$ cat src/sv/irb_fifo.sv
// ---------------------------------------------------------------------------
// irb_fifo: small register queue
// First-in first-out buffer with occupancy count, used on both sides.
// ---------------------------------------------------------------------------
module irb_fifo #(
    parameter int WIDTH = 8,
    parameter int DEPTH = 4
) (
    input  logic                       i_clk,
    input  logic                       i_rst_n,
    input  logic                       i_push,
    input  logic [WIDTH-1:0]           i_data,
    input  logic                       i_pop,
    output logic [WIDTH-1:0]           o_data,
    output logic                       o_full,
    output logic                       o_empty,
    output logic [$clog2(DEPTH+1)-1:0] o_count
);
    localparam int PW = (DEPTH > 1) ? $clog2(DEPTH) : 1;
    localparam int CW = $clog2(DEPTH + 1);

    logic [WIDTH-1:0] r_mem [DEPTH];
    logic [PW-1:0]    r_wr;
    logic [PW-1:0]    r_rd;
    logic [CW-1:0]    r_count;
    logic             wr_en;
    logic             rd_en;

    assign o_full  = (r_count == CW'(DEPTH));
    assign o_empty = (r_count == '0);
    assign o_count = r_count;
    assign o_data  = r_mem[r_rd];
    assign wr_en   = i_push && !o_full;
    assign rd_en   = i_pop && !o_empty;

    // Pointers and occupancy.
    always_ff @(posedge i_clk) begin
        if (!i_rst_n) begin
            r_wr    <= '0;
            r_rd    <= '0;
            r_count <= '0;
        end else begin
            if (wr_en) begin
                r_wr <= (r_wr == PW'(DEPTH - 1)) ? '0 : r_wr + PW'(1);
            end
            if (rd_en) begin
                r_rd <= (r_rd == PW'(DEPTH - 1)) ? '0 : r_rd + PW'(1);
            end
            if (wr_en && !rd_en) begin
                r_count <= r_count + CW'(1);
            end else if (rd_en && !wr_en) begin
                r_count <= r_count - CW'(1);
            end
        end
    end

    // Storage.
    always_ff @(posedge i_clk) begin
        if (wr_en) begin
            r_mem[r_wr] <= i_data;
        end
    end

endmodule

$ cat config.mk
export PLATFORM = sky130hd
export DESIGN_NAME = irb_fifo
export DESIGN_NICKNAME = d
export VERILOG_FILES = /design/src/sv/irb_fifo.sv
export SDC_FILE = /design/constraint.sdc
export NUM_CORES = 1
export LEC_CHECK = 0
export BUFFER_PORTS_ARGS = -buffer_cell sky130_fd_sc_hd__buf_2
export CELL_PAD_IN_SITES_DETAIL_PLACEMENT = 0
export CELL_PAD_IN_SITES_GLOBAL_PLACEMENT = 1
export CORE_MARGIN = 5
export CORE_UTILIZATION = 46
export CTS_CLUSTER_DIAMETER = 120
export DETAILED_ROUTE_END_ITERATION = 8
export HOLD_SLACK_MARGIN = 0.06
export PLACE_DENSITY_LB_ADDON = 0.1
export SKIP_CTS_REPAIR_TIMING = 1
export SLEW_MARGIN = 25
export SYNTH_ARGS = -nofsm -noshare
export SYNTH_HDL_FRONTEND = slang
export SYNTH_SLANG_ARGS = --single-unit
export TNS_END_PERCENT = 10
$ cat constraint.sdc
create_clock -name i_clk -period 2.35 [get_ports i_clk]
set_input_delay 0.47 -clock i_clk [delete_from_list [all_inputs] [get_ports i_clk]]
set_output_delay 0.47 -clock i_clk [all_outputs]
set_load 0.02 [all_outputs]
; ---- Yosys cells after proc, flatten, opt, wreduce, memory -nomap -nowiden
; Memory sizes are Yosys's and may differ from the RTL's. A register that Yosys moved wholly into a read port is not among the register bits.
; Cells that the tools add are included.
[op_classes]
n_addsub = 4
n_eq_ne = 3
n_mux = 8
reduce_logical = 10
[ops]
columns = op, n
row1 = $mux 2, 4
row2 = $mux 3, 2
row3 = $add 2x1->2 const B, 2
row4 = $eq 2x2->1 const B, 2
row5 = $logic_and 1x1->1, 4
row6 = $logic_not 1->1, 4
row7 = $add 3x1->3 const B, 1
row8 = $eq 3x3->1 const B, 1
row9 = $logic_not 3->1, 1
row10 = $sub 3x1->3 const B, 1
row11 = $mux 1, 2
row12 = $reduce_bool 2->1, 1
[word_totals]
register_bits = 7
mem_bits_rw = 32
input_bits = 12
out_inout_bits = 13
wordCells = 29
memories = 1
[memory_table]
columns = memory, depth, word_bits, rd, rd_ports_with_merged_regs, wr, line
row1 = r_mem, 4, 8, 1, 1, 1, 22  ; logic [WIDTH-1:0] r_mem [DEPTH];

; ---- Longest topological paths before layout
[depth]
depth_word = 7
depth_mapped = 9
mapped_depth_nobuf = 8

; ---- Worst setup path after synthesis
; No wires, ideal clock.
[synth_timing]
kind = register to register
startpoint = register r_count[0], in the netlist o_count[0]
endpoint = register r_count[2], in the netlist o_count[2]
setup_ns = 0.076
t_arrival_ns = 2.146
required_ns = 2.274
path_slack_ns = 0.129
stages_incl_launch_ff = 10
n_path_buf = 1
synth_period_minus_slack_ns = 2.221
path_cell_list = dfxtp_1 > nor3b_2 > nor2b_1 > buf_2 > ha_1 > inv_1 > fa_1 > xor2_1 > or3_1 > a21boi_0
[synth_between]
elab_chain_cells = 6
word_cells_on_any_way = 15
cone_classes = add/sub: 2 / eq/ne: 1 / mux: 2 / reduce/logical: 10
[synth_rtl]
columns = element, line
row1 = "start, declared", 25  ; logic [CW-1:0] r_count;
row2 = "start signal, assigned", 50  ; r_count <= r_count + CW'(1);
row3 = "start signal, assigned", 52  ; r_count <= r_count - CW'(1);
row4 = $eq 3x3->1 (*), 29  ; assign o_full = (r_count == CW'(DEPTH));
row5 = net o_full, 15  ; output logic o_full,
row6 = $logic_not 1->1 (*), 33  ; assign wr_en = i_push && !o_full;
row7 = $logic_and 1x1->1 (*), 33
row8 = net wr_en, 26  ; logic wr_en;
row9 = $logic_not 1->1, 51  ; end else if (rd_en && !wr_en) begin
row10 = $logic_and 1x1->1, 51
row11 = $reduce_bool 2->1 (no line), -
; The timed path passes the listed nets; every way through them passes the cells marked *. The select of a mux whose other input is x is not followed.
; A chain may end at the register's enable or synchronous reset.

; ---- Final worst setup path
[layout_timing]
startpoint = register r_count[1], in the netlist o_count[1]
endpoint = register r_count[2], in the netlist o_count[2]
[layout_between]
elab_chain_cells = 6
word_cells_on_any_way = 15
cone_classes = add/sub: 2 / eq/ne: 1 / mux: 2 / reduce/logical: 10
[layout_rtl]
columns = element
row1 = branches (longest 6 deep; another with $sub 3x1->3)
; Parallel ways; which one is timed is not known. The select of a mux whose other input is x is not followed.

==> run summary <==
status = finished clean
RSZ-0062 raised after global routing = no
Worst Setup Start Kind = register
crit path DAT = 2330 ps
share of cells above drive strength 1 = 0.355
Vias/cell = 4.97
deepest clock path buffer count = 2
post-route cell area = 1890 sq um
Tmin final = 2050 ps
post-route setup slack = 303 ps
Hold WC Path Type = in -> reg
main combinational cell family by area after synthesis = multiplexers
CP delay by family, top = adder cells
Fin. Hold Viols = 0
Die X = 69.5 um
Initial Util = 0.481
Synth Cell Area = 1630 sq um
WL final = 2.57 mm
Ys Warns = 0
Pleak = 0.703 nW
DR vias = 845
GPL Wtd Cong = 0.731
Synthesized Nets = 112
non-filler instance count after layout = 170
1st-iter DRT viols = 55
Fin Clk Skew = 12.7 ps
period utilisation layout = 0.871
syn avg cell area = 17.5 sq um
max frequency = 489 MHz
area added between synthesis and finish = 16.2%
xor/xnor share of the synthesized area = 0.0107
post-DR wirelength/cell = 15.1 um
Power Density = 1060 nW/um^2
post-placement worst setup slack = 206 ps
gr ovfl total = 0
Post-Synth Adder-Cell Area = 0.0583
Synth Area in Compound Gates = 0.0184
port bufs = 24
delay of the slowest critical-path stage = 400 ps
cell taking the most area after synthesis = edfxtp_1
final max-slew violation count = 0
vias in the first global route = 906
antenna-violating nets left = 0
Core Rows = 21
initial antenna violation count = 0
Synth Register Bits = 41
Max Cap Viol = 0
drt pass-1 iters = 4
DP Cell Count = 162
largest net degree at the start of global routing = 14
clk sinks = 41
CTS tree = done
GR Util All Layers = 0.121
final setup vio count = 0
hpwl dp = 1.89 mm
antenna fix cells = 0
Setup CP Type = reg -> reg
H-tree Lvls = 2
maximum fanout along the worst path = 6
DP Area = 1810 sq um
mux contribution to synthesized area = 0.129
FILL cells = 293
Critical Path End Type = register
Distinct cells, synth = 23
CP required = 2630 ps
setup_tns = 0 ps
Post-Synth Simple-Gate Area = 0.0660
Synth area leaders = edfxtp_1 59%, dfxtp_1 11%, mux4_2 11%, ha_1 4.6%, and2_1 1.9%
Die ar. = 4830 sq um
crit path cell chain = o31ai_2 -> ha_1 -> inv_1 -> fa_1 -> xor2_1 -> or3_1 -> a21boi_0
Yosys top cell area share = 0.589
Die Y = 69.5 um
worst vdd ir = 0.596 mV
Slowest-stage cell, CP = dfxtp_1
first-pass GRT wire length = 4.40 mm
CTS clk-pin slew, worst paths = 120 ps
# IOs = 25
Max-slew headroom = 0.708
Clock Latency Late Sink = 340 ps
root buf cell = clkbuf_4
Residual DRC = 0
most frequent cells in the layout = 32 x edfxtp_1, 24 x buf_2, 9 x dfxtp_1
Final Power = 2.01 mW
worst-margin pin slew = 438 ps
Syn Inst Count = 93
WP buf/inv = 1
sequential fraction of the synthesis area = 0.700
TritonCTS buffer count = 5
Core Footprint = 3390 sq um
commonest non-fill, non-tap cell in the layout = edfxtp_1
nets = 142
registers in the layout (all words and copies together), names as in the netlist, named ones only:
name	cells
r_rd	2
r_mem	32
o_count	3
r_wr	2
worst register-to-register path, stage by stage, from the launching register on:
cell      delay [ps]
dfxtp_1          400
o31ai_2          320
ha_1             230
inv_1             60
fa_1             370
xor2_1           160
or3_1            300
a21boi_0         160
cells in the mapped netlist:
cell type,number
a21boi_0,1
and2_1,5
buf_1,1
buf_2,2
clkbuf_1,1
dfxtp_1,9
edfxtp_1,32
fa_1,1
ha_1,6
inv_1,3
mux2i_1,3
mux4_2,8
nand2_1,6
nand3_1,2
nor2_1,2
nor2b_1,2
nor3_1,1
nor3b_2,1
o21ai_0,3
o31ai_1,1
or3_1,1
xnor2_1,1
xor2_1,1
final cells by class:
cell class	instances	area, sq um	area share
Clock buffer	6	41.3	0.0218
Clock inverter	2	35.0	0.0185
Inverter	3	11.3	0.00594
Multi-Input combinational cell	45	465	0.246
Sequential cell	41	1140	0.602
Tap cell	46	57.6	0.0304
Timing Repair Buffer	27	143	0.0753
metrics by stage:
stage           util  hold WS (ps)
2_1_floorplan      -           468
3_3_place_gp   0.535           492
3_5_place_dp   0.535           504
4_1_cts        0.557           319
5_1_grt        0.559           308
6_report       0.559           337
cell families after synthesis:
logic type | count (synthesis)
mux | 11
simple gates | 20
flops | 41
fa+ha+maj | 7
compound gates | 5
xor+xnor | 2
buf+inv | 7
power by group:
group / leakage [nW] / switching [mW] / internal, mW
Clock: 0.0422 / 0.220 / 0.223
Sequential: 0.367 / 0.0708 / 0.892
Combinational: 0.293 / 0.331 / 0.277
worst paths after layout:
check             start          end  slack (ps)  cells after the start
max reg2reg  o_count[1]   o_count[2]         300                      7
max          o_count[1]   o_count[2]         300                      7
min reg2reg     r_wr[1]      r_wr[1]         510                      2
min           i_data[7]  r_mem[3][7]         340                      1
metal layers:
layer	wire, um	track usage	up-vias	share of wire
li1	-	-	411	-
met1	1070	0.134	413	0.42
met2	1340	0.206	18	0.52
met3	123	0.0420	3	0.048
met4	32	0.0586	0	0.012
met5	0	0	-	0
Note: power is estimated with default switching activity, not from simulation.
