`config.mk`:
```
export PLATFORM = sky130hd
export DESIGN_NAME = irb_front
export DESIGN_NICKNAME = d
export VERILOG_FILES = /design/src/sv/irb_pkg.sv /design/src/sv/irb_fifo.sv /design/src/sv/irb_front.sv
export SDC_FILE = /design/constraint.sdc
export NUM_CORES = 1
export LEC_CHECK = 0
export ABC_CLOCK_PERIOD_IN_PS = 5150
export BUFFER_PORTS_ARGS = -buffer_cell sky130_fd_sc_hd__buf_2
export CAP_MARGIN = 15
export CORE_ASPECT_RATIO = 0.9
export CORE_UTILIZATION = 61
export CTS_CLUSTER_DIAMETER = 100
export DETAILED_ROUTE_END_ITERATION = 10
export PLACE_DENSITY_LB_ADDON = 0.15
export SYNTH_ARGS = -nofsm -noshare
export SYNTH_HDL_FRONTEND = slang
export SYNTH_SLANG_ARGS = --single-unit
```
`constraint.sdc`:
```
create_clock -name i_clk -period 5.15 [get_ports i_clk]
set_clock_uncertainty 0.1 [all_clocks]
set_input_delay 1.03 -clock i_clk [delete_from_list [all_inputs] [get_ports i_clk]]
set_output_delay 1.03 -clock i_clk [all_outputs]
set_load 0.005 [all_outputs]
```
`src/sv/irb_pkg.sv`:
```
// ---------------------------------------------------------------------------
// irb_pkg: shared types and constants of the rotation engine
// Configuration register set, item classification and sizing defaults.
// ---------------------------------------------------------------------------
package irb_pkg;

    // Default sizes for the top level parameters.
    localparam int MAX_WIDTH_DEF  = 512;
    localparam int MAX_HEIGHT_DEF = 512;
    localparam int PIXEL_BITS_DEF = 16;

    // Fixed field widths.
    localparam int COORD_W   = 10;
    localparam int CFG_IDX_W = 3;
    localparam int CFG_DAT_W = 16;

    // Queue depths on both sides of the engine.
    localparam int IN_DEPTH  = 4;
    localparam int OUT_DEPTH = 16;

    // Configuration register indexes.
    typedef enum logic [CFG_IDX_W-1:0] {
        CFG_COS        = 3'd0,
        CFG_SIN        = 3'd1,
        CFG_SRC_WIDTH  = 3'd2,
        CFG_SRC_HEIGHT = 3'd3,
        CFG_CENTER_COL = 3'd4,
        CFG_CENTER_ROW = 3'd5,
        CFG_HALF_DW    = 3'd6,
        CFG_HALF_DH    = 3'd7
    } t_cfg_idx;

    // Configuration register contents.
    typedef struct packed {
        logic signed [15:0] cos_angle;
        logic signed [15:0] sin_angle;
        logic [9:0]         src_width;
        logic [9:0]         src_height;
        logic [9:0]         center_col;
        logic [9:0]         center_row;
        logic [8:0]         half_dest_width;
        logic [8:0]         half_dest_height;
    } t_cfg;

    // Classification of a queued item.
    typedef struct packed {
        logic req;   // request for a rotated pixel
        logic wr;    // pixel write that lands inside the store
    } t_cls;

endpackage

```
`src/sv/irb_fifo.sv`:
```
// ---------------------------------------------------------------------------
// irb_fifo: small register queue
// First-in first-out buffer with occupancy count, used on both sides.
// ---------------------------------------------------------------------------
module irb_fifo #(
    parameter int WIDTH = 8,
    parameter int DEPTH = 4
) (
    input  logic                       i_clk,
    input  logic                       i_rst_n,
    input  logic                       i_push,
    input  logic [WIDTH-1:0]           i_data,
    input  logic                       i_pop,
    output logic [WIDTH-1:0]           o_data,
    output logic                       o_full,
    output logic                       o_empty,
    output logic [$clog2(DEPTH+1)-1:0] o_count
);
    localparam int PW = (DEPTH > 1) ? $clog2(DEPTH) : 1;
    localparam int CW = $clog2(DEPTH + 1);

    logic [WIDTH-1:0] r_mem [DEPTH];
    logic [PW-1:0]    r_wr;
    logic [PW-1:0]    r_rd;
    logic [CW-1:0]    r_count;
    logic             wr_en;
    logic             rd_en;

    assign o_full  = (r_count == CW'(DEPTH));
    assign o_empty = (r_count == '0);
    assign o_count = r_count;
    assign o_data  = r_mem[r_rd];
    assign wr_en   = i_push && !o_full;
    assign rd_en   = i_pop && !o_empty;

    // Pointers and occupancy.
    always_ff @(posedge i_clk) begin
        if (!i_rst_n) begin
            r_wr    <= '0;
            r_rd    <= '0;
            r_count <= '0;
        end else begin
            if (wr_en) begin
                r_wr <= (r_wr == PW'(DEPTH - 1)) ? '0 : r_wr + PW'(1);
            end
            if (rd_en) begin
                r_rd <= (r_rd == PW'(DEPTH - 1)) ? '0 : r_rd + PW'(1);
            end
            if (wr_en && !rd_en) begin
                r_count <= r_count + CW'(1);
            end else if (rd_en && !wr_en) begin
                r_count <= r_count - CW'(1);
            end
        end
    end

    // Storage.
    always_ff @(posedge i_clk) begin
        if (wr_en) begin
            r_mem[r_wr] <= i_data;
        end
    end

endmodule

```
`src/sv/irb_front.sv`:
```
// ---------------------------------------------------------------------------
// irb_front: input side of the rotation engine
// Accepts items, classifies them as requests or in-range writes, and
// queues them for the back end.
// ---------------------------------------------------------------------------
module irb_front #(
    parameter int MAX_WIDTH  = irb_pkg::MAX_WIDTH_DEF,
    parameter int MAX_HEIGHT = irb_pkg::MAX_HEIGHT_DEF,
    parameter int PIXEL_BITS = irb_pkg::PIXEL_BITS_DEF
) (
    input  logic                        i_clk,
    input  logic                        i_rst_n,
    input  logic                        i_push,
    output logic                        o_full,
    input  logic                        i_command,
    input  logic [irb_pkg::COORD_W-1:0] i_column,
    input  logic [irb_pkg::COORD_W-1:0] i_row,
    input  logic [PIXEL_BITS-1:0]       i_sample,
    input  logic                        i_pop,
    output logic                        o_valid,
    output irb_pkg::t_cls               o_cls,
    output logic [irb_pkg::COORD_W-1:0] o_column,
    output logic [irb_pkg::COORD_W-1:0] o_row,
    output logic [PIXEL_BITS-1:0]       o_sample
);
    localparam int CW = irb_pkg::COORD_W;
    localparam int QW = 2 + 2 * CW + PIXEL_BITS;

    irb_pkg::t_cls in_cls;
    logic [QW-1:0] q_out;
    logic          empty;

    // Classify on entry: writes outside the store are marked here and never written.
    always_comb begin
        in_cls.req = i_command;
        in_cls.wr  = !i_command
                     && (32'(i_column) < MAX_WIDTH)
                     && (32'(i_row) < MAX_HEIGHT);
    end

    irb_fifo #(
        .WIDTH (QW),
        .DEPTH (irb_pkg::IN_DEPTH)
    ) u_queue (
        .i_clk   (i_clk),
        .i_rst_n (i_rst_n),
        .i_push  (i_push),
        .i_data  ({in_cls, i_column, i_row, i_sample}),
        .i_pop   (i_pop),
        .o_data  (q_out),
        .o_full  (o_full),
        .o_empty (empty),
        .o_count ()
    );

    assign o_valid = !empty;
    assign {o_cls, o_column, o_row, o_sample} = q_out;

endmodule

```
# ---- After elaboration in Yosys (flattened, before gate mapping)
# Memories as Yosys holds them, arrays and structs flattened. A register that Yosys moved wholly into a read port is not among the register bits.
# Cells that the tools add are included.
dict set report classes {
  n_mux 8
  n_reduce_logical 13
  magnitude_cmp 2
  n_addsub 4
  eq_ne 3
}
# cell count
set op_table {}
lappend op_table {{$lt A10 B10 Y1 const B} 2}
lappend op_table {{$mux W2} 4}
lappend op_table {{$logic_and A1 B1 Y1} 6}
lappend op_table {{$mux W3} 2}
lappend op_table {{$logic_not A1 Y1} 5}
lappend op_table {{$add A2 B1 Y2 const B} 2}
lappend op_table {{$eq A2 B2 Y1 const B} 2}
lappend op_table {{$add A3 B1 Y3 const B} 1}
lappend op_table {{$eq A3 B3 Y1 const B} 1}
lappend op_table {{$logic_not A3 Y1} 1}
lappend op_table {{$sub A3 B1 Y3 const B} 1}
lappend op_table {{$mux W1} 2}
lappend op_table {{$reduce_bool A2 Y1} 1}
dict set report totals {
  ramBits 152
  elab_cells 34
  out_inout_bits 40
  inputBits 41
  reg_bits 7
  mem_count 1
}
# name depth word_bits rd rd_ports_with_merged_regs write_ports line
set mem_list {}
lappend mem_list {u_queue.r_mem 4 38 1 1 1 irb_fifo.sv:22} ;# logic [WIDTH-1:0] r_mem [DEPTH];

# ---- Logic depth before layout (Yosys ltp)
# Gate-level depths: netlist of the first run.
dict set report depth {
  ltp_word 7
  mapped_depth 9
  depth_no_buf 8
}

# ---- Modules after synthesis
# A second synthesis of the first run with hierarchy kept.
dict set report hier_totals {
  hier_cells 251
  area_unflattened_um2 5992.0
}
# mod instances cells_per_inst seq_area_each_um2 area_each_um2
set modules_own_cells {}
lappend modules_own_cells {irb_fifo 1 249 4744.6 5978.2}
lappend modules_own_cells {irb_front 1 2 0.0 13.8}

# ---- Least setup slack after synthesis of the first run
# OpenSTA, ideal clock, no wires.
dict set report synth_path {
  path_kind {input to register}
  from {input port i_push}
  to {memory u_queue.r_mem[0][0] in the netlist's numbering (enable)}
  setup_ps 399
  t_arrival_ps 2240
  cell_stages 3
  path_slack_ps 2411
  required_time_ps 4651
  n_path_buf 1
  cell_sequence {nor2b_1 > buf_2 > and2_1}
}
dict set report synth_between {
  elab_chain_len 3
}
# element line
set synth_rtl {}
lappend synth_rtl {{start: declaration} irb_front.sv:13} ;# input logic i_push,
lappend synth_rtl {{$logic_and A1 B1 Y1} irb_fifo.sv:33} ;# assign wr_en = i_push && !o_full;
lappend synth_rtl {{named net u_queue.wr_en} irb_fifo.sv:26} ;# logic wr_en;
lappend synth_rtl {{$mux W1} irb_fifo.sv:59} ;# if (wr_en) begin
lappend synth_rtl {{$mux W1 (implied by the code)} irb_fifo.sv:60} ;# r_mem[r_wr] <= i_data;
lappend synth_rtl {{end: declaration} irb_fifo.sv:22}
# The timed path passes the listed nets, and every way through them passes these cells.

==> results, run 1 <==
- Summing every instance area after synthesis gives roughly 6000 um2.
- Across the whole layout, storage elements account for 4750 um2.
- In the final timing run, aggregate negative setup slack is 0 ns.
- Sorting the synthesized cells by area gives the leading types as sky130_fd_sc_hd__edfxtp_1, sky130_fd_sc_hd__mux4_2, sky130_fd_sc_hd__dfxtp_1, sky130_fd_sc_hd__ha_1, sky130_fd_sc_hd__buf_12.
- At the pin with the least slew margin, the transition time is 1.03 ns.
- The number of cells produced by synthesis is between 200 and 300.
- The first TritonRoute pass finished after 5 iterations.
- The flow ran to the end, and the final reports show no timing, DRC or antenna violations.
- The total nets after synthesis is 298.
- The detail route stage leaves a number of antenna-violating nets equal to 0.
- The number of DRC violations after detailed-routing iteration 0 is 130.
- The analysis attributes to cell leakage a power of approximately 2.4 nW.
- The routing usage on met3 is under 10%.
- In the post-route analysis, the smallest setup slack over all paths is between 1 and 1.5 ns.
- The clock transition at the registers of the reported paths is about 0.060 ns.
- The floorplan step set the die height to roughly 96 um.
- During I/O placement, the number of pins put on the boundary was between 80 and 90.
- The hold buffer count at cts is 0.
- The number of cells on the worst reg-to-reg path is 8.
- In the final layout, the multi-input gates occupy roughly 1100 um2.
- The H-tree depth is 4.
- The buffers inserted during post-CTS setup optimization is 0.
- The count of pins over their slew limit was 0.
- The classification of the worst-slack hold path is reg -> reg.
- The count of unresolved DRC violations after routing is 0.
- Setup repair after global routing left no endpoint under its margin.
- The number of global-route vias before repair is about 2800.
- The worst setup path category is reg -> out.
- Detailed routing inserted a total of ~2700 vias.
- Global routing consumed, over all layers together, between 20% and 30% of the routing resources.
- The highest net fanout along the worst path is 21.
- The hold-critical path depth is 2.
- The global routing usage on met1 is 28.4%.
- The pre-CTS setup slack is just under 2 ns.
- The count of buffers added on input and output ports is 80.
- The number of flip-flops and latches in the synthesized netlist is between 150 and 200.
- The post-route total power is 0.00356 W.
- The data arrival time of the worst path is around 2.6 ns.
- Each instance of the synthesized netlist takes up on average 23.9 um2.
- The met2 global-route usage is 35.2%.
- The post-synthesis cell type with the largest combined area is sky130_fd_sc_hd__edfxtp_1.
- Routability-driven placement finished with a final weighted congestion of ~0.65.
- The layer flagged by global routing as most heavily used is met2.
- The buffer type at the clock tree root is sky130_fd_sc_hd__clkbuf_8.
- The clock reaches the later pin of the worst-skew pair after around 0.5 ns.
- After clock tree synthesis, the repair step resized 0 gates.
- After detailed routing, the average wire length per cell comes to between 20 and 25 um.
- For this run, the post-layout net count is 388.
- The share of Yosys cell area claimed by the top area cell type is 76.3%.
- The largest net degree at the start of global routing is 39.
- The power density over cell area is approximately 500 nW/um2.
- For the worst setup path, the data required time is approximately 4.0 ns.
- TritonCTS created 17 clock buffers.
- The hold violation count in the final report is 0.
- The initial antenna violation count came to 0.
- The total wire length is slightly below 10000 um.
- The number of warnings reported in the yosys synthesis log is 0.
- Summed over all nets, the half-perimeter wirelength after detailed placement is 5490 um.
- The layout overhead on the synthesized area is 17.7%.
- The critical path endpoint category is a primary output.
- Cells with a size suffix above 1 make up between 40 and 50% of the layout.
- The maximum clock insertion buffer count is 2.
- The part of the Yosys area used for sequential elements is 79.3%.
- The number of antenna diodes is 0.
- The instance area after placement is about 6500 um2.
- The kind of start point of the critical path is a flip-flop.
- The floorplan step defined a die boundary enclosing 10200 um2.
- The effective utilization at floorplan is 64.1%.
- The minimum clock period is 3.69 ns.
- Headroom to the max-slew limit came out at a little under a third.
- The achievable clock frequency is 0.271 GHz.
- The number of unique standard cell types used by synthesis is 25.
- The worst path uses ~72% of the clock period.
- The floorplan has 33 rows.
- The clock sink count is 161.
- The die width is roughly 110 um.
- The remaining global-route overflow is 0.
- The max-capacitance violation count is 0.
- The core region is slightly above 9000 um2.
- The layout has between 500 and 600 filler cells.
- After detailed routing, the number of vias per cell comes to 5.74.
- The worst-case IR drop observed on VDD is 355 uV.
- The finished cells cover just over 7000 um2.
- Setup violations remaining at the end of the flow were counted as 0.
- The clock tree from TritonCTS is done.
- The first global-routing pass estimated ~15000 um of wire.
## cells by family (layout without fill, tap and decap cells)
logic type / Yosys count / count (layout) / share of synthesized area (%)
XOR/XNOR: 2 / 2 / 0.293
AND/OR/NAND/NOR: 21 / 21 / 1.82
adder cells (fa/ha/maj): 7 / 7 / 1.59
AO/OA/AOI/OAI: 5 / 5 / 0.502
flip-flops: 161 / 161 / 79.3
multiplexers: 41 / 41 / 14.8
buffers and inverters: 13 / 115 / 1.63
## cell usage after synthesis (all sizes together)
library cell / number
nand3: 2
edfxtp: 152
xor2: 1
fa: 1
nor3b: 1
or3: 2
o21ai: 3
inv: 3
xnor2: 1
and2: 5
o31ai: 1
mux2i: 3
a21boi: 1
ha: 6
nor2b: 2
nand2: 6
mux4: 38
buf: 8
clkbuf: 2
nor3: 1
dfxtp: 9
nor2: 2
## registers in the layout, indices dropped and copies added (netlist names), named ones only
signal / count
u_queue.r_wr: 2
u_queue.r_mem: 152
u_queue.r_rd: 2
u_queue.o_count: 3
## where the power goes
group | switching [W] | total [W] | internal, W
clock | 0.000486 | 0.00122 | 0.000737
sequential | 0.000107 | 0.00171 | 0.00160
combinational | 0.000272 | 0.000625 | 0.000353
total | 0.000865 | 0.00356 | 0.00269
## per-layer routing
metal,vias to the layer above,wire length (um)
li1,1223,-
met1,1388,4160
met2,104,5170
met3,5,551
met4,0,59
met5,-,0
## final timing paths
| path | startpoint | to | slack, ns |
|---|---|---|---|
| max | flip-flop | o_sample[6] | 1.46 |
| min | u_queue.o_count[2] | u_queue.o_count[2] | 0.43 |
| max reg2reg | u_queue.o_count[0] | u_queue.o_count[2] | 2.60 |
| min reg2reg | u_queue.o_count[2] | u_queue.o_count[2] | 0.43 |
## cell usage in the layout (no fill, tap or decap)
cell / netlist / layout
sky130_fd_sc_hd__edfxtp_1: 152 / 152
sky130_fd_sc_hd__buf_2: 4 / 80
sky130_fd_sc_hd__mux4_2: 38 / 38
sky130_fd_sc_hd__clkbuf_16: 0 / 16
sky130_fd_sc_hd__dfxtp_1: 9 / 7
sky130_fd_sc_hd__nand2_1: 6 / 6
sky130_fd_sc_hd__ha_1: 6 / 6
sky130_fd_sc_hd__and2_2: 0 / 4
sky130_fd_sc_hd__inv_1: 3 / 3
sky130_fd_sc_hd__mux2i_1: 3 / 3
sky130_fd_sc_hd__o21ai_0: 3 / 3
sky130_fd_sc_hd__bufinv_16: 0 / 3
sky130_fd_sc_hd__inv_6: 0 / 3
sky130_fd_sc_hd__clkinvlp_4: 0 / 3
sky130_fd_sc_hd__nor2b_1: 2 / 2
sky130_fd_sc_hd__or3_1: 2 / 2
sky130_fd_sc_hd__nor2_1: 2 / 2
sky130_fd_sc_hd__nand3_1: 2 / 2
sky130_fd_sc_hd__dfxtp_2: 0 / 2
sky130_fd_sc_hd__clkinv_2: 0 / 2
sky130_fd_sc_hd__nor3b_1: 1 / 1
sky130_fd_sc_hd__o31ai_1: 1 / 1
sky130_fd_sc_hd__nor3_1: 1 / 1
sky130_fd_sc_hd__xnor2_1: 1 / 1
sky130_fd_sc_hd__and2_1: 5 / 1
sky130_fd_sc_hd__xor2_1: 1 / 1
sky130_fd_sc_hd__a21boi_0: 1 / 1
sky130_fd_sc_hd__fa_1: 1 / 1
sky130_fd_sc_hd__clkbuf_8: 0 / 1
sky130_fd_sc_hd__clkinv_1: 0 / 1
sky130_fd_sc_hd__clkbuf_1: 2 / 1
sky130_fd_sc_hd__clkinv_4: 0 / 1
sky130_fd_sc_hd__buf_4: 1 / 1
## per-stage QoR
step           std cells  util, %  hold slack (ns)
2_1_floorplan        250        -            0.368
3_3_place_gp         443     69.2            0.384
3_5_place_dp         443     69.2            0.387
4_1_cts              474     75.4            0.432
5_1_grt              474     75.4            0.468
6_report             474     75.4            0.427
## final cells by class
cell class	count	share of cell area, %
flip-flops and latches	161	67.4
multi-input cells	76	16.2
clock buffers	18	5.94
repair buffers	81	5.79
clock inverters	13	2.29
well taps	122	2.17
inverters	3	0.160
## worst max-delay path, cell delays in order, from the launching register on
cell and delay [ns]:
sky130_fd_sc_hd__dfxtp_2 0.84, sky130_fd_sc_hd__buf_4 0.47, sky130_fd_sc_hd__mux4_2 0.58, sky130_fd_sc_hd__buf_2 0.15
Note: power is estimated with default switching activity, not from simulation.
==> run 2: changes to the inputs <==
ABC_CLOCK_PERIOD_IN_PS = 3300   (was 5150)
CORE_UTILIZATION = 51   (was 61)
clock period = 3.3 ns   (was 5.15 ns; I/O delays follow)
==> results, run 2 (synthesis gave the netlist of run 1 again) <==
- The number of global-route vias before repair was 2858 (was 2783).
- The number of cells on the worst reg-to-reg path is 8 (unchanged).
- The number of buffers inserted by port buffering is 80 (unchanged).
- The final weighted congestion in routability-driven placement is 0.650 (was 0.651).
- The worst setup path category was reg -> out (unchanged).
- The data arrival time of the worst path is 1.80 ns (was 2.56 ns).
- The flip-flop count of the largest register after layout was 152 (unchanged).
- Outcome: complete, no violations (unchanged).
- The maximum clock insertion buffer count came to 2 (unchanged).
- The power density over cell area came to 778 nW/um2 (was 505 nW/um2).
- The cell leakage power is 2.47 nW (was 2.41 nW).
- The count of unresolved DRC violations after routing is 0 (unchanged).
- The average routed wire per standard cell is 18.7 um (was 21.0 um).
- The highest net fanout along the worst path came to 16 (was 21).
- The cell class contributing the biggest share of worst-path delay is flip-flops (unchanged).
- The reg-to-reg critical path startpoint was u_queue.o_count[0] (unchanged).
- The number of gates resized after CTS came to 0 (unchanged).
- The core occupancy in the finished layout came to 62.9% (was 75.4%).
- The hold violation count in the final report is 0 (unchanged).
- The detail-routed via count per cell is 5.29 (was 5.74).
- The initial antenna violation count is 0 (unchanged).
- The total number of placement rows is 37 (was 33).
- The remaining antenna violation count is 0 (unchanged).
- The max-capacitance violation count is 0 (unchanged).
- The longest individual stage delay on the worst path came to 0.59 ns (was 0.84 ns).
- The remaining global-route overflow is 0 (unchanged).
- The worst max-slew margin expressed relative to the limit was 61.0% (was 31.0%).
- Worst path cell trace: buf_4, mux4_2, buf_2 (unchanged).
- The number of DRC violations after detailed-routing iteration 0 is 194 (was 130).
- The achievable clock frequency is about 0.4 GHz.
- Setup repair after global routing missed its margin: false (unchanged).
- The total negative slack for setup checks is 0 ns (unchanged).
- The hold buffer count at cts was 0 (unchanged).
- The total wire length is 9620 um (was 9940 um).
- The iteration count of the initial detailed-routing pass is 4 (was 5).
- The count of pins over their slew limit is 0 (unchanged).
- The final cell area excluding filler cells is 7190 um2 (was 7040 um2).
- The final cycle utilization of the critical path is ~78%.
- The instance area after placement is 6600 um2 (was 6460 um2).
- The worst reg2reg path endpoint is u_queue.o_count[2] (unchanged).
- The total stage count of the critical path is 3 (unchanged).
- The share of cells above drive strength 1 came to 44.8% (was 43.8%).
- The area of the placeable core was 11400 um2 (was 9330 um2).
- The critical path endpoint category is a primary output (unchanged).
- Commonest cells after routing, fill and taps aside: sky130_fd_sc_hd__edfxtp_1, sky130_fd_sc_hd__buf_2, sky130_fd_sc_hd__mux4_2 (unchanged).
- The insertion delay to the later sink of the worst-skew pair is 0.41 ns (was 0.51 ns).
- The number of antenna diodes is 0 (unchanged).
- The die width is 116 um (was 106 um).
- The footprint of the multi-input gates is 1140 um2 (unchanged).
- The register with the most flip-flops is u_queue.r_mem (unchanged).
- The effective utilization at floorplan came to 52.3% (was 64.1%).
- The classification of the worst-slack hold path is in -> reg (was reg -> reg).
- The total die area is 12200 um2 (was 10200 um2).
- The overall routing resource usage came to 18.0% (was 21.6%).
- The slew at the pin closest to its max-slew limit was 0.585 ns (was 1.03 ns).
- The clock sink count is 161 (unchanged).
- The global-route wire length before repair is 15400 um (was 15200 um).
- The register area is 4750 um2 (unchanged).
- The master of the slowest instance on the critical path is sky130_fd_sc_hd__dfxtp_2 (unchanged).
- The leading cell type in the layout, fill and taps excluded is sky130_fd_sc_hd__edfxtp_1 (unchanged).
- The sum of net half-perimeters after detailed placement is 5830 um (was 5490 um).
- The count of filler cells inserted in the layout came to 801 (was 515).
- The clock tree from TritonCTS was done (unchanged).
- The floorplan die height is 105 um (was 95.9 um).
- The largest net degree at the start of global routing came to 39 (unchanged).
- The highest ir drop seen on vdd came to 623 uV (was 355 uV).
- The total clock buffers created by CTS came to 17 (unchanged).
- The required time reported for the critical path endpoint is 2.54 ns (was 4.02 ns).
- The buffers inserted during post-CTS setup optimization is 0 (unchanged).
- The H-tree depth is 4 (unchanged).
- The layout overhead on the synthesized area is 20.3% (was 17.7%).
- The kind of start point of the critical path is a flip-flop (unchanged).
- The number of buffer and inverter instances along the worst setup path is 2 (unchanged).
- The net total in the final layout was 394 (was 388).
- The number of failing setup endpoints in the final timing report was 0 (unchanged).
- The number of I/O pins was 81 (unchanged).
- The clock transition at the registers of the reported paths is 0.06 ns (about the same).
- The destination of the critical timing path is o_sample[4] (was o_sample[6]).
- The minimum clock period is around 2.6 ns.
- The reg2reg setup slack is 0.79 ns (was 2.60 ns).
- The buffer type at the clock tree root is sky130_fd_sc_hd__clkbuf_16 (was sky130_fd_sc_hd__clkbuf_8).
- The post-route total power is 0.00559 W (was 0.00356 W).
- The overall via count from detail_route is 2723 (was 2720).
-- run 2: layer usage --
layer  vias up  share of wire, %  global-route usage [%]
met3         5               5.3                    6.15
met2        84                48                    26.9
met4         0              0.99                    7.14
met5         -                 0                       0
met1      1397                45                    24.4
li1       1237                 -                       -
-- run 2: stage by stage --
step | setup WS [ns] | instances | hold slack (ns)
final | 0.741 | 515 | 0.353
after floorplan | 0.931 | 250 | 0.368
after global placement | 0.728 | 483 | 0.392
after global routing | 0.609 | 515 | 0.346
after CTS | 0.670 | 515 | 0.341
after detailed placement | 0.598 | 483 | 0.406
-- run 2: layout make-up --
class | instances | share of cell area (%)
Multi-Input combinational cell | 76 | 15.9
Tap cell | 156 | 2.71
Sequential cell | 161 | 66.0
Clock buffer | 23 | 6.78
Timing Repair Buffer | 87 | 6.99
Inverter | 3 | 0.157
Clock inverter | 9 | 1.46
-- run 2: worst min-delay path by stage --
stage	to	slack (ns)	cells after the start	startpoint
floorplan	u_queue.r_wr[1]	0.37	2	u_queue.r_wr[1]
global placement	u_queue.o_count[2]	0.39	2	u_queue.o_count[2]
detailed placement	u_queue.r_wr[1]	0.41	2	u_queue.r_wr[1]
CTS	u_queue.r_mem[0][2]	0.34	1	i_sample[2]
global route	u_queue.r_mem[0][29]	0.35	1	i_column[3]
finish	u_queue.r_mem[2][1]	0.35	1	i_sample[1]
-- run 2: power breakdown --
group / total (W) / internal, W / switching (W)
registers: 0.00258 / 0.00249 / 0.0000850
clock network: 0.00192 / 0.00119 / 0.000723
logic: 0.00110 / 0.000585 / 0.000514
total: 0.00559 / 0.00427 / 0.00132
-- run 2: worst register-to-register path: stages, from the launching register on --
cell	delay [ns]
sky130_fd_sc_hd__dfxtp_1	0.44
sky130_fd_sc_hd__nor3b_1	0.10
sky130_fd_sc_hd__nor2b_1	0.39
sky130_fd_sc_hd__ha_1	0.28
sky130_fd_sc_hd__inv_1	0.06
sky130_fd_sc_hd__fa_1	0.38
sky130_fd_sc_hd__xor2_1	0.18
sky130_fd_sc_hd__or3_1	0.31
sky130_fd_sc_hd__a21boi_0	0.19
